<file path="src/sv/tick_driven_calendar_clock_defines.svh">
// Assertion macros used by the top-level RTL file of the calendar clock.
// In synthesis builds they expand to nothing.
`ifndef TICK_DRIVEN_CALENDAR_CLOCK_DEFINES_SVH
`define TICK_DRIVEN_CALENDAR_CLOCK_DEFINES_SVH

`ifndef SYNTHESIS

// Checks that a condition holds at every clock edge outside reset.
`define TDCC_ASSERT(lbl, clk, rst_n, prop) \
    lbl: assert property (@(posedge clk) disable iff (!rst_n) (prop)) \
        else $error("calendar clock check failed");

// Checks that a condition at one edge is followed by another at the next edge.
`define TDCC_ASSERT_NEXT(lbl, clk, rst_n, ante, cons) \
    lbl: assert property (@(posedge clk) disable iff (!rst_n) (ante) |=> (cons)) \
        else $error("calendar clock sequence check failed");

`else

`define TDCC_ASSERT(lbl, clk, rst_n, prop)
`define TDCC_ASSERT_NEXT(lbl, clk, rst_n, ante, cons)

`endif

`endif

</file>
<file path="src/sv/tdcc_pkg.sv">
package tdcc_pkg;

    // Transaction kinds on the input channel.
    localparam logic KIND_TICK = 1'b0;
    localparam logic KIND_SET  = 1'b1;

    // Configuration register map.
    localparam int unsigned APB_ADDR_W = 2;
    localparam logic [APB_ADDR_W-1:0] ADDR_TICKS_PER_SECOND = 2'd0;
    localparam logic [15:0] TICKS_PER_SECOND_RESET = 16'd1000;

    localparam logic [5:0] SECONDS_PER_MINUTE = 6'd60;
    localparam logic [5:0] MINUTES_PER_HOUR   = 6'd60;
    localparam logic [4:0] HOURS_PER_DAY      = 5'd24;
    localparam logic [3:0] MONTHS_PER_YEAR    = 4'd12;

    localparam logic [15:0] YEAR_RESET  = 16'd2000;
    localparam logic [3:0]  MONTH_RESET = 4'd1;
    localparam logic [4:0]  DAY_RESET   = 5'd1;

    // Multiplicative inverse of 25 modulo 2^16. A 16-bit year is a multiple
    // of 25 exactly when year * YEAR_INV25 (mod 2^16) is at most 65535 / 25.
    localparam logic [15:0] YEAR_INV25   = 16'h5C29;
    localparam logic [15:0] DIV25_LIMIT  = 16'(65535 / 25);

    typedef struct packed {
        logic [15:0] year;
        logic [3:0]  month;
        logic [4:0]  day;
        logic [4:0]  hour;
        logic [5:0]  minute;
        logic [5:0]  second;
    } cal_t;

    // Month lengths; months with no meaning count as 31 days.
    function automatic logic [4:0] days_in_month(input logic [3:0] month, input logic leap);
        logic [4:0] days;
        case (month)
            4'd2:                      days = leap ? 5'd29 : 5'd28;
            4'd4, 4'd6, 4'd9, 4'd11:   days = 5'd30;
            default:                   days = 5'd31;
        endcase
        return days;
    endfunction

endpackage

</file>
<file path="src/sv/tick_driven_calendar_clock.sv">
// Tick-driven calendar clock. Every input transaction is either one timer
// tick or a command that loads the date and time; every input transaction
// produces exactly one result transaction carrying the date, the time, the
// second pulse and the running tick count as they stand after that input.
// The block takes one input transaction per clock cycle while results are
// taken, and the result is registered and presented in the cycle after
// acceptance; the rate is set by the single result stage, which is refilled
// in the same cycle that its contents are taken. The longest path runs from
// the calendar registers through the leap-year test (one 16 by 16 multiply by
// a constant and a compare) and the second-to-year carry chain back into
// those registers. The prescaler length is held in the ticks_per_second
// register at byte address 0 of the configuration port and resets to 1000; it
// should only be written while no transaction is in flight. After reset the
// clock reads midnight on the first of January 2000 with a tick count of zero.
`include "tick_driven_calendar_clock_defines.svh"

module tick_driven_calendar_clock (
    input  logic                                aclk,
    input  logic                                aresetn,

    // Configuration port.
    input  logic                                psel,
    input  logic                                penable,
    input  logic                                pwrite,
    input  logic [tdcc_pkg::APB_ADDR_W-1:0]     paddr,
    input  logic [31:0]                         pwdata,
    output logic [31:0]                         prdata,
    output logic                                pready,

    // Input channel.
    input  logic                                s_valid,
    output logic                                s_ready,
    input  logic                                s_kind,
    input  logic [15:0]                         s_set_year,
    input  logic [3:0]                          s_set_month,
    input  logic [4:0]                          s_set_day,
    input  logic [4:0]                          s_set_hour,
    input  logic [5:0]                          s_set_minute,
    input  logic [5:0]                          s_set_second,

    // Result channel.
    output logic                                m_valid,
    input  logic                                m_ready,
    output logic [15:0]                         m_year_now,
    output logic [3:0]                          m_month_now,
    output logic [4:0]                          m_day_now,
    output logic [4:0]                          m_hour_now,
    output logic [5:0]                          m_minute_now,
    output logic [5:0]                          m_second_now,
    output logic                                m_second_pulse,
    output logic [31:0]                         m_tick_total
);

    // Configuration register.
    logic [15:0]    tps_reg;
    logic           cfg_write;

    // Clock state. The calendar and tick count registers double as the
    // result stage: they always hold the state after the most recently
    // accepted transaction, which is exactly what the pending result shows.
    tdcc_pkg::cal_t cal_reg;
    tdcc_pkg::cal_t cal_next;
    tdcc_pkg::cal_t cal_adv;
    tdcc_pkg::cal_t cal_load;
    logic [31:0]    tick_reg;
    logic [31:0]    tick_next;
    logic [15:0]    sub_reg;
    logic [15:0]    sub_next;
    logic [16:0]    sub_inc;
    logic           pulse_reg;
    logic           pulse_next;
    logic           tick_pulse;
    logic           m_valid_reg;
    logic           m_valid_next;
    logic           s_fire;

    // ------------------------------------------------------------------
    // Configuration port: zero wait states, one register.
    // ------------------------------------------------------------------
    assign pready    = 1'b1;
    assign cfg_write = psel && penable && pwrite && pready
                       && (paddr == tdcc_pkg::ADDR_TICKS_PER_SECOND);

    always_ff @(posedge aclk) begin
        if (!aresetn) begin
            tps_reg <= tdcc_pkg::TICKS_PER_SECOND_RESET;
        end else if (cfg_write) begin
            tps_reg <= pwdata[15:0];
        end
    end

    always_comb begin
        if (paddr == tdcc_pkg::ADDR_TICKS_PER_SECOND) begin
            prdata = 32'(tps_reg);
        end else begin
            prdata = '0;
        end
    end

    // ------------------------------------------------------------------
    // Handshake. A new transaction is taken whenever the result stage is
    // empty or is being emptied in the same cycle, so ticks may arrive
    // back to back at full clock rate.
    // ------------------------------------------------------------------
    assign s_ready = !m_valid_reg || m_ready;
    assign s_fire  = s_valid && s_ready;

    // ------------------------------------------------------------------
    // Prescaler. The increment is taken one bit wider so that a count of
    // 65535 still compares correctly; a ticks_per_second of zero, or one
    // lowered below the current count, completes a second on the next tick.
    // ------------------------------------------------------------------
    assign sub_inc    = {1'b0, sub_reg} + 17'd1;
    assign tick_pulse = (sub_inc >= {1'b0, tps_reg});

    tdcc_advance u_advance (
        .cur (cal_reg),
        .nxt (cal_adv)
    );

    // A load command stores the fields exactly as given, with no range check.
    always_comb begin
        cal_load.year   = s_set_year;
        cal_load.month  = s_set_month;
        cal_load.day    = s_set_day;
        cal_load.hour   = s_set_hour;
        cal_load.minute = s_set_minute;
        cal_load.second = s_set_second;
    end

    always_comb begin
        cal_next     = cal_reg;
        tick_next    = tick_reg;
        sub_next     = sub_reg;
        pulse_next   = pulse_reg;
        m_valid_next = m_valid_reg;

        if (m_ready) begin
            m_valid_next = 1'b0;
        end

        if (s_fire) begin
            m_valid_next = 1'b1;
            if (s_kind == tdcc_pkg::KIND_SET) begin
                cal_next   = cal_load;
                tick_next  = '0;
                sub_next   = '0;
                pulse_next = 1'b0;
            end else begin
                tick_next  = tick_reg + 32'd1;
                pulse_next = tick_pulse;
                if (tick_pulse) begin
                    sub_next = '0;
                    cal_next = cal_adv;
                end else begin
                    sub_next = sub_inc[15:0];
                end
            end
        end
    end

    always_ff @(posedge aclk) begin
        if (!aresetn) begin
            cal_reg.year   <= tdcc_pkg::YEAR_RESET;
            cal_reg.month  <= tdcc_pkg::MONTH_RESET;
            cal_reg.day    <= tdcc_pkg::DAY_RESET;
            cal_reg.hour   <= '0;
            cal_reg.minute <= '0;
            cal_reg.second <= '0;
            tick_reg       <= '0;
            sub_reg        <= '0;
            pulse_reg      <= 1'b0;
            m_valid_reg    <= 1'b0;
        end else begin
            cal_reg     <= cal_next;
            tick_reg    <= tick_next;
            sub_reg     <= sub_next;
            pulse_reg   <= pulse_next;
            m_valid_reg <= m_valid_next;
        end
    end

    // ------------------------------------------------------------------
    // Result channel.
    // ------------------------------------------------------------------
    assign m_valid        = m_valid_reg;
    assign m_year_now     = cal_reg.year;
    assign m_month_now    = cal_reg.month;
    assign m_day_now      = cal_reg.day;
    assign m_hour_now     = cal_reg.hour;
    assign m_minute_now   = cal_reg.minute;
    assign m_second_now   = cal_reg.second;
    assign m_second_pulse = pulse_reg;
    assign m_tick_total   = tick_reg;

    // ------------------------------------------------------------------
    // Assertions.
    // ------------------------------------------------------------------
    // A load command clears the tick count and never reports a second.
    `TDCC_ASSERT_NEXT(a_load_clears, aclk, aresetn,
        s_fire && (s_kind == tdcc_pkg::KIND_SET),
        m_valid && (m_tick_total == 32'd0) && !m_second_pulse)

    // A tick advances the tick count by exactly one.
    `TDCC_ASSERT_NEXT(a_tick_counts, aclk, aresetn,
        s_fire && (s_kind == tdcc_pkg::KIND_TICK),
        m_tick_total == ($past(tick_reg) + 32'd1))

    // The seconds field only moves on a tick that completes a second.
    `TDCC_ASSERT_NEXT(a_second_only_on_pulse, aclk, aresetn,
        s_fire && (s_kind == tdcc_pkg::KIND_TICK),
        m_second_pulse || (m_second_now == $past(cal_reg.second)))

    // While a pulsed result is on show, the prescaler has restarted.
    `TDCC_ASSERT(a_pulse_restarts_prescaler, aclk, aresetn,
        !(m_valid && m_second_pulse) || (sub_reg == 16'd0))

endmodule

</file>
<file path="src/sv/tdcc_advance.sv">
module tdcc_advance (
    input  tdcc_pkg::cal_t cur,
    output tdcc_pkg::cal_t nxt
);

    logic [5:0]  sec_inc;
    logic [5:0]  min_inc;
    logic [4:0]  hour_inc;
    logic [4:0]  day_inc;
    logic [3:0]  month_inc;
    logic [15:0] year_scaled;
    logic        div25;
    logic        leap;
    logic [4:0]  month_len;

    // Gregorian rule: divisible by 4, and not by 100 unless also by 400.
    // With the year a multiple of 4, that is: not a multiple of 25, or a
    // multiple of 16.
    assign year_scaled = cur.year * tdcc_pkg::YEAR_INV25;
    assign div25       = (year_scaled <= tdcc_pkg::DIV25_LIMIT);
    assign leap        = (cur.year[1:0] == 2'b00) && (!div25 || (cur.year[3:0] == 4'b0000));
    assign month_len   = tdcc_pkg::days_in_month(cur.month, leap);

    assign sec_inc   = cur.second + 6'd1;
    assign min_inc   = cur.minute + 6'd1;
    assign hour_inc  = cur.hour + 5'd1;
    assign day_inc   = cur.day + 5'd1;
    assign month_inc = cur.month + 4'd1;

    // Each field wraps inside its own width first. Second, minute and hour carry
    // at or above their limit; day and month carry above it or on wrapping to zero.
    always_comb begin
        nxt = cur;
        if (sec_inc < tdcc_pkg::SECONDS_PER_MINUTE) begin
            nxt.second = sec_inc;
        end else begin
            nxt.second = '0;
            if (min_inc < tdcc_pkg::MINUTES_PER_HOUR) begin
                nxt.minute = min_inc;
            end else begin
                nxt.minute = '0;
                if (hour_inc < tdcc_pkg::HOURS_PER_DAY) begin
                    nxt.hour = hour_inc;
                end else begin
                    nxt.hour = '0;
                    if ((day_inc != 5'd0) && (day_inc <= month_len)) begin
                        nxt.day = day_inc;
                    end else begin
                        nxt.day = tdcc_pkg::DAY_RESET;
                        if ((month_inc != 4'd0) && (month_inc <= tdcc_pkg::MONTHS_PER_YEAR)) begin
                            nxt.month = month_inc;
                        end else begin
                            nxt.month = tdcc_pkg::MONTH_RESET;
                            nxt.year  = cur.year + 16'd1;
                        end
                    end
                end
            end
        end
    end

endmodule

</file>
<file path="config.mk">
export PLATFORM = sky130hd
export DESIGN_NAME = tick_driven_calendar_clock
export DESIGN_NICKNAME = d
export VERILOG_FILES = /design/src/sv/tdcc_pkg.sv /design/src/sv/tick_driven_calendar_clock.sv /design/src/sv/tdcc_advance.sv
export VERILOG_INCLUDE_DIRS = /design/src /design/src/sv
export SDC_FILE = /design/constraint.sdc
export NUM_CORES = 1
export LEC_CHECK = 0
export ABC_AREA = 1
export BUFFER_PORTS_ARGS = -buffer_cell sky130_fd_sc_hd__buf_2
export CORE_MARGIN = 2
export CORE_UTILIZATION = 50
export DETAILED_ROUTE_END_ITERATION = 10
export HOLD_SLACK_MARGIN = 0.1
export PLACE_DENSITY = 0.75
export SLEW_MARGIN = 20
export SYNTH_ARGS = -nofsm -noshare
export SYNTH_HDL_FRONTEND = slang
export SYNTH_SLANG_ARGS = --single-unit
</file>
<file path="constraint.sdc">
create_clock -name aclk -period 12.4 [get_ports aclk]
set_clock_uncertainty 0.05 [all_clocks]
set_input_delay 1.24 -clock aclk [delete_from_list [all_inputs] [get_ports aclk]]
set_output_delay 1.24 -clock aclk [all_outputs]
set_load 0.05 [all_outputs]
</file>
* Word level (Yosys, flattened, before mapping)
Index checks and enable logic that the tools add are counted.
Storage, ports and cells: input port bits 84, logic and storage cells 83, output and inout bits 110, bits in registers 108
Operators by class: multipliers 1, mux-type cells 21, magnitude comparators 7, add/sub/neg operators 8, reductions and logical operators 25, equal/unequal tests 10
Operator list (number):
- $mux W42 | 2
- $mux W16 | 4
- $mux W36 | 1
- $add A32 B1 Y32 const B | 1
- $mux W32 | 1
- $mux W30 | 1
- $mux W25 | 1
- $mux W20 | 1
- $add A16 B1 Y17 const B | 1
- $ge A17 B16 Y1 | 1
- $add A16 B1 Y16 const B | 1
- $le A16 B12 Y1 const B | 1
- $mul A16 B15 Y16 const B | 1
- $add A6 B1 Y6 const B | 2
- $lt A6 B6 Y1 const B | 2
- $mux W6 | 2
- $add A5 B1 Y5 const B | 2
- $mux W5 | 2
- $ne A2 B2 Y1 const B | 5
- $pmux W5 S2 | 1
- $eq A4 B3 Y1 const B | 2
- $eq A4 B4 Y1 const B | 2
- $logic_and A1 B1 Y1 | 7
- $reduce_and A7 Y1 | 1
- other kinds (20) | 27

* Longest topological paths before layout
depth in word-level cells 15, depth in mapped cells 34, depth with buffers taken out 33

* By module
Synthesis repeated with hierarchy kept, for this count alone.
Second synthesis, totals: cell total of the unflattened synthesis 1341, area total of the unflattened synthesis 9222.6 sq um
Modules (own cells, without submodules):
- tick_driven_calendar_clock | area an instance 6008.3 sq um, sequential area each 2162.1 sq um, times used 1, cells each 850
- tdcc_advance | area an instance 3214.3 sq um, sequential area each 0.0 sq um, times used 1, cells each 491

* Worst setup path before layout
OpenSTA, ideal clock, no wires.
kind register to register, start point register cal_reg, in the netlist m_year_now[2], end point register cal_reg, in the netlist m_year_now[10], arrival 5.724 ns, path buffers 1, stages on the path, launching flop included 29, clock period less this slack 5.907 ns, setup time 0.134 ns, path slack 6.493 ns, required time 12.216 ns, cells stage by stage dfxtp_1 -> inv_1 -> ha_1 -> ha_1 -> fa_1 -> inv_1 -> fa_1 -> fa_1 -> inv_1 -> ha_1 -> ha_1 -> a21oi_1 -> nand3_1 -> xnor2_1 -> inv_1 -> nor2_1 -> nand3_1 -> nand2_1 -> a21oi_1 -> ha_1 -> a21oi_1 -> nand4_1 -> nand3_1 -> nand2_1 -> nor2_8 -> nand4_4 -> buf_2 -> nand2_1 -> nand3_1
On the way: longest elaborated chain between the ends 11, elaborated cells between the ends (all ways) 20, those cells by class 1 x add/sub; 1 x mul; 2 x order compare; 1 x eq/ne; 9 x mux; 6 x reduce/logical
RTL lines:
- from (decl) | RTL line tick_driven_calendar_clock.sv:61 | tdcc_pkg::cal_t cal_reg;
- from (signal assigned) | RTL line tick_driven_calendar_clock.sv:175 | cal_reg <= cal_next;
- $mul A16 B15 Y16 | RTL line tdcc_advance.sv:19 | assign year_scaled = cur.year * tdcc_pkg::YEAR_INV25;
- $le A16 B12 Y1 | RTL line tdcc_advance.sv:20 | assign div25 = (year_scaled <= tdcc_pkg::DIV25_LIMIT);
- $logic_not A1 Y1 | RTL line tdcc_advance.sv:21 | assign leap = (cur.year[1:0] == 2'b00) && (!div25 || (cur.year[3:0] == 4'b0000));
- $logic_or A1 B1 Y1 | RTL line tdcc_advance.sv:21
- $logic_and A1 B1 Y1 | RTL line tdcc_advance.sv:21
- $mux W1 | RTL line tdcc_pkg.sv:39 | 4'd2: days = leap ? 5'd29 : 5'd28;
- $pmux W5 S2 | RTL line tdcc_pkg.sv:38 | case (month)
- $le A5 B5 Y1 | RTL line tdcc_advance.sv:46 | if ((day_inc != 5'd0) && (day_inc <= month_len)) begin
- $logic_and A1 B1 Y1 | RTL line tdcc_advance.sv:46
- $ne A2 B2 Y1 (no source line)
- $reduce_and A7 Y1 (no source line)
Parallel ways exist; a longest one is shown, timed or not. The select of a mux whose other input is x is not followed. A chain may end at the register's enable or synchronous reset.

* Final worst setup path
start point register cal_reg, in the netlist m_year_now[2], end point register cal_reg, in the netlist m_year_now[4]
The elaborated chain is that of the path after synthesis.

==> qor.yml <==
outcome:
  status: "completed"
die:
  row_count: 47
  coreArea_mm2: 0.0166
  io_pins: 194
  start_util_pct: 51.1
  die_area_mm2: 0.0180
  die_height_um: 134
  dieWidth_um: 134
sta:
  finalSetupViolations: 0
  finalHoldViolations: 0
  relSlewSlack_pct: 36.1
  slew_violations: 0
  fin_crit_ns: 6.43
  fin_tns_setup_ns: 0
  worst_slew_pin_slew_ns: 0.957
  fmax_mhz: 156
  period_share_pct: 51.8
  rsz0062_at_grt: "no"
  hold_slack_ns: 0.429
  setup_slack_ns: 5.97
critical_path:
  worstPathRequired_ns: 12.65
  cp-start-kind: "flip-flop"
  worst-setup-path-type: "flip-flop to flip-flop"
  arrival_ns: 6.68
  cpMaxStageDelayCell: "fa_1"
  max_stage_delay_ns: 0.55
  cp_max_fo: 27
  crit_path_end_kind: "flip-flop"
place:
  dpl-instance-area_mm2: 0.00936
  portBuffers: 160
  dp_hpwl_mm: 16.2
  gp_congestion: 0.919
  pre_cts_slack_ns: 6.01
clock_tree:
  cts_tree: "done"
  insertion_delay_ns: 0.37
  cts-resized-gates: 0
  cts_root_buf: "clkbuf_16"
  clockBufferDepth: 2
  cts_htree_levels: 3
  numCtsBuffers: 9
  cts_hold_buf: 0
  path_clk_slew_ns: 0.08
  cts_sinks: 108
  post_cts_buffers: 0
route:
  firstDrtPassIters: 5
  vias: 8216
  drc: 0
  dr.first_iter.drc_count: 387
  drtAntennaViolNets: 0
  viasPerCell: 5.26
  drt_wl_total_mm: 21.4
  routedWlPerCell_um: 13.7
logic_synthesis:
  synthCells: 1199
  synth_area_per_cell_um2: 7.06
  yosysTopAreaCell: "dfxtp_1"
  yosys_warnings: 0
  ys_ff_latch: 108
  seq_area_frac_synth_pct: 25.5
  syn_area_mm2: 0.00847
  synth-edff-count: 0
  synth_cell_types: 42
  synth_top_cell_area_share_pct: 25.5
  ys.flop_type: "dfxtp_1"
  yosys-top-cells-area: "dfxtp_1 (26%), ha_1 (14%), nand2_1 (11%)"
  async_flop_share_pct: 0
global_routing:
  grt_pass1_vias: 7542
  grt_max_degree: 67
  overflow: 0
  grt_pass1_wl_mm: 35.7
  antenna_found_initial: 1
  grt.total_usage_pct: 23.9
flow_run:
  cap_violations: 0
power:
  p_leak_nw: 4.67
  powerDensity_mw_per_mm2: 82.8
  ir_drop_mv: 0.0647
final_layout:
  largest_reg_flops: 32
  stdcell_area_mm2: 0.00966
  utilization_pct: 58.3
  final_nets: 1530
  drive_gt1_share_pct: 15.3
  syn_to_final_growth_pct: 14.1
min_path:
  hold_class: "flip-flop to flip-flop"
## kinds of logic after synthesis
family          after synthesis  synth area share [%]
simple gates                519                  27.7
buf+inv                     208                  10.3
compound gates              188                  11.9
fa+ha+maj                   110                  17.9
flops                       108                  25.5
xor+xnor                     64                  6.62
other cells                   2                0.0887
## per-stage QoR
stage | instances | power [mW]
6_report | 1562 | 0.800
5_1_grt | 1562 | 0.835
3_3_place_gp | 1545 | 0.498
4_1_cts | 1561 | 0.806
3_5_place_dp | 1545 | 0.500
2_1_floorplan | 1214 | 0.470
## layout by cell type (no fill, tap or decap), types with 2 or more instances in the layout
master	instances
nand2_2	4
or2_2	2
inv_1	152
buf_4	5
dfxtp_1	108
clkbuf_16	9
a21oi_1	93
nor3b_1	4
xnor2_1	26
conb_1	17
fa_1	18
nand2_1	259
o31ai_1	2
nor2_4	2
a31oi_1	3
xor2_1	38
nor3_1	29
nor3_2	5
inv_2	2
nor2_1	99
nand4_4	2
nand4_1	42
o211ai_1	8
buf_2	160
ha_1	92
o21ai_0	67
o21bai_1	4
nand3_2	3
nor4_1	11
a22o_1	6
inv_6	3
nand3_1	52
## cell usage after synthesis, types with 8 or more instances
library cell  number
nor3_1            29
o21ai_0           67
clkbuf_1          27
buf_4             18
nand3_1           52
fa_1              18
a21oi_1           94
ha_1              92
o211ai_1           8
nor4_1            11
xor2_1            38
inv_1            152
nand2_1          259
dfxtp_1          108
nand4_1           42
xnor2_1           26
nor2_1            99
## cell type report
type	instances	area, µm²
fillers	1645	6920
flip-flops and latches	108	2160
inverters	154	578
clock buffers	9	225
repair buffers	165	838
well taps	220	275
diodes	1	2.50
multi-input cells	898	5500
clock inverters	7	81.3
## power by group
group,leakage [nW],total [mW],switching (mW),internal [mW]
Combinational,3.65,0.136,0.0926,0.0430
Clock,0.153,0.307,0.147,0.161
Sequential,0.873,0.357,0.00578,0.351
Total,4.67,0.800,0.245,0.555
## worst paths after layout
kind / start / end / cells past startpoint / slack (ns)
setup reg to reg: m_year_now[2]$_SDFFE_PN0P_ / m_year_now[4]$_SDFFE_PN1P_ / 28 / 5.97
hold / removal: m_second_pulse$_SDFFE_PN0P_ / m_second_pulse$_SDFFE_PN0P_ / 2 / 0.43
setup / recovery: m_year_now[2]$_SDFFE_PN0P_ / m_year_now[4]$_SDFFE_PN1P_ / 28 / 5.97
hold reg to reg: m_second_pulse$_SDFFE_PN0P_ / m_second_pulse$_SDFFE_PN0P_ / 2 / 0.43
## critical path: cells and delay by family (launching register included)
kind / cells / cell delay (ns)
and+or+nand+nor: 11 / 1.56
adders and majority gates: 8 / 3.14
xor gates and xnor gates: 1 / 0.14
buffers and inverters: 5 / 0.58
DFF: 1 / 0.53
AOI/OAI and AO/OA: 3 / 0.38
## per-layer routing
metal  part of all wire (%)  global-route usage (%)  routed length (µm)
met1                     46                    32.2                9910
met2                     47                    40.6               10200
met3                    4.7                    2.68                 999
met4                    1.6                    7.08                 346
met5                      0                       0                   0
(Power assumes the default switching activity.)
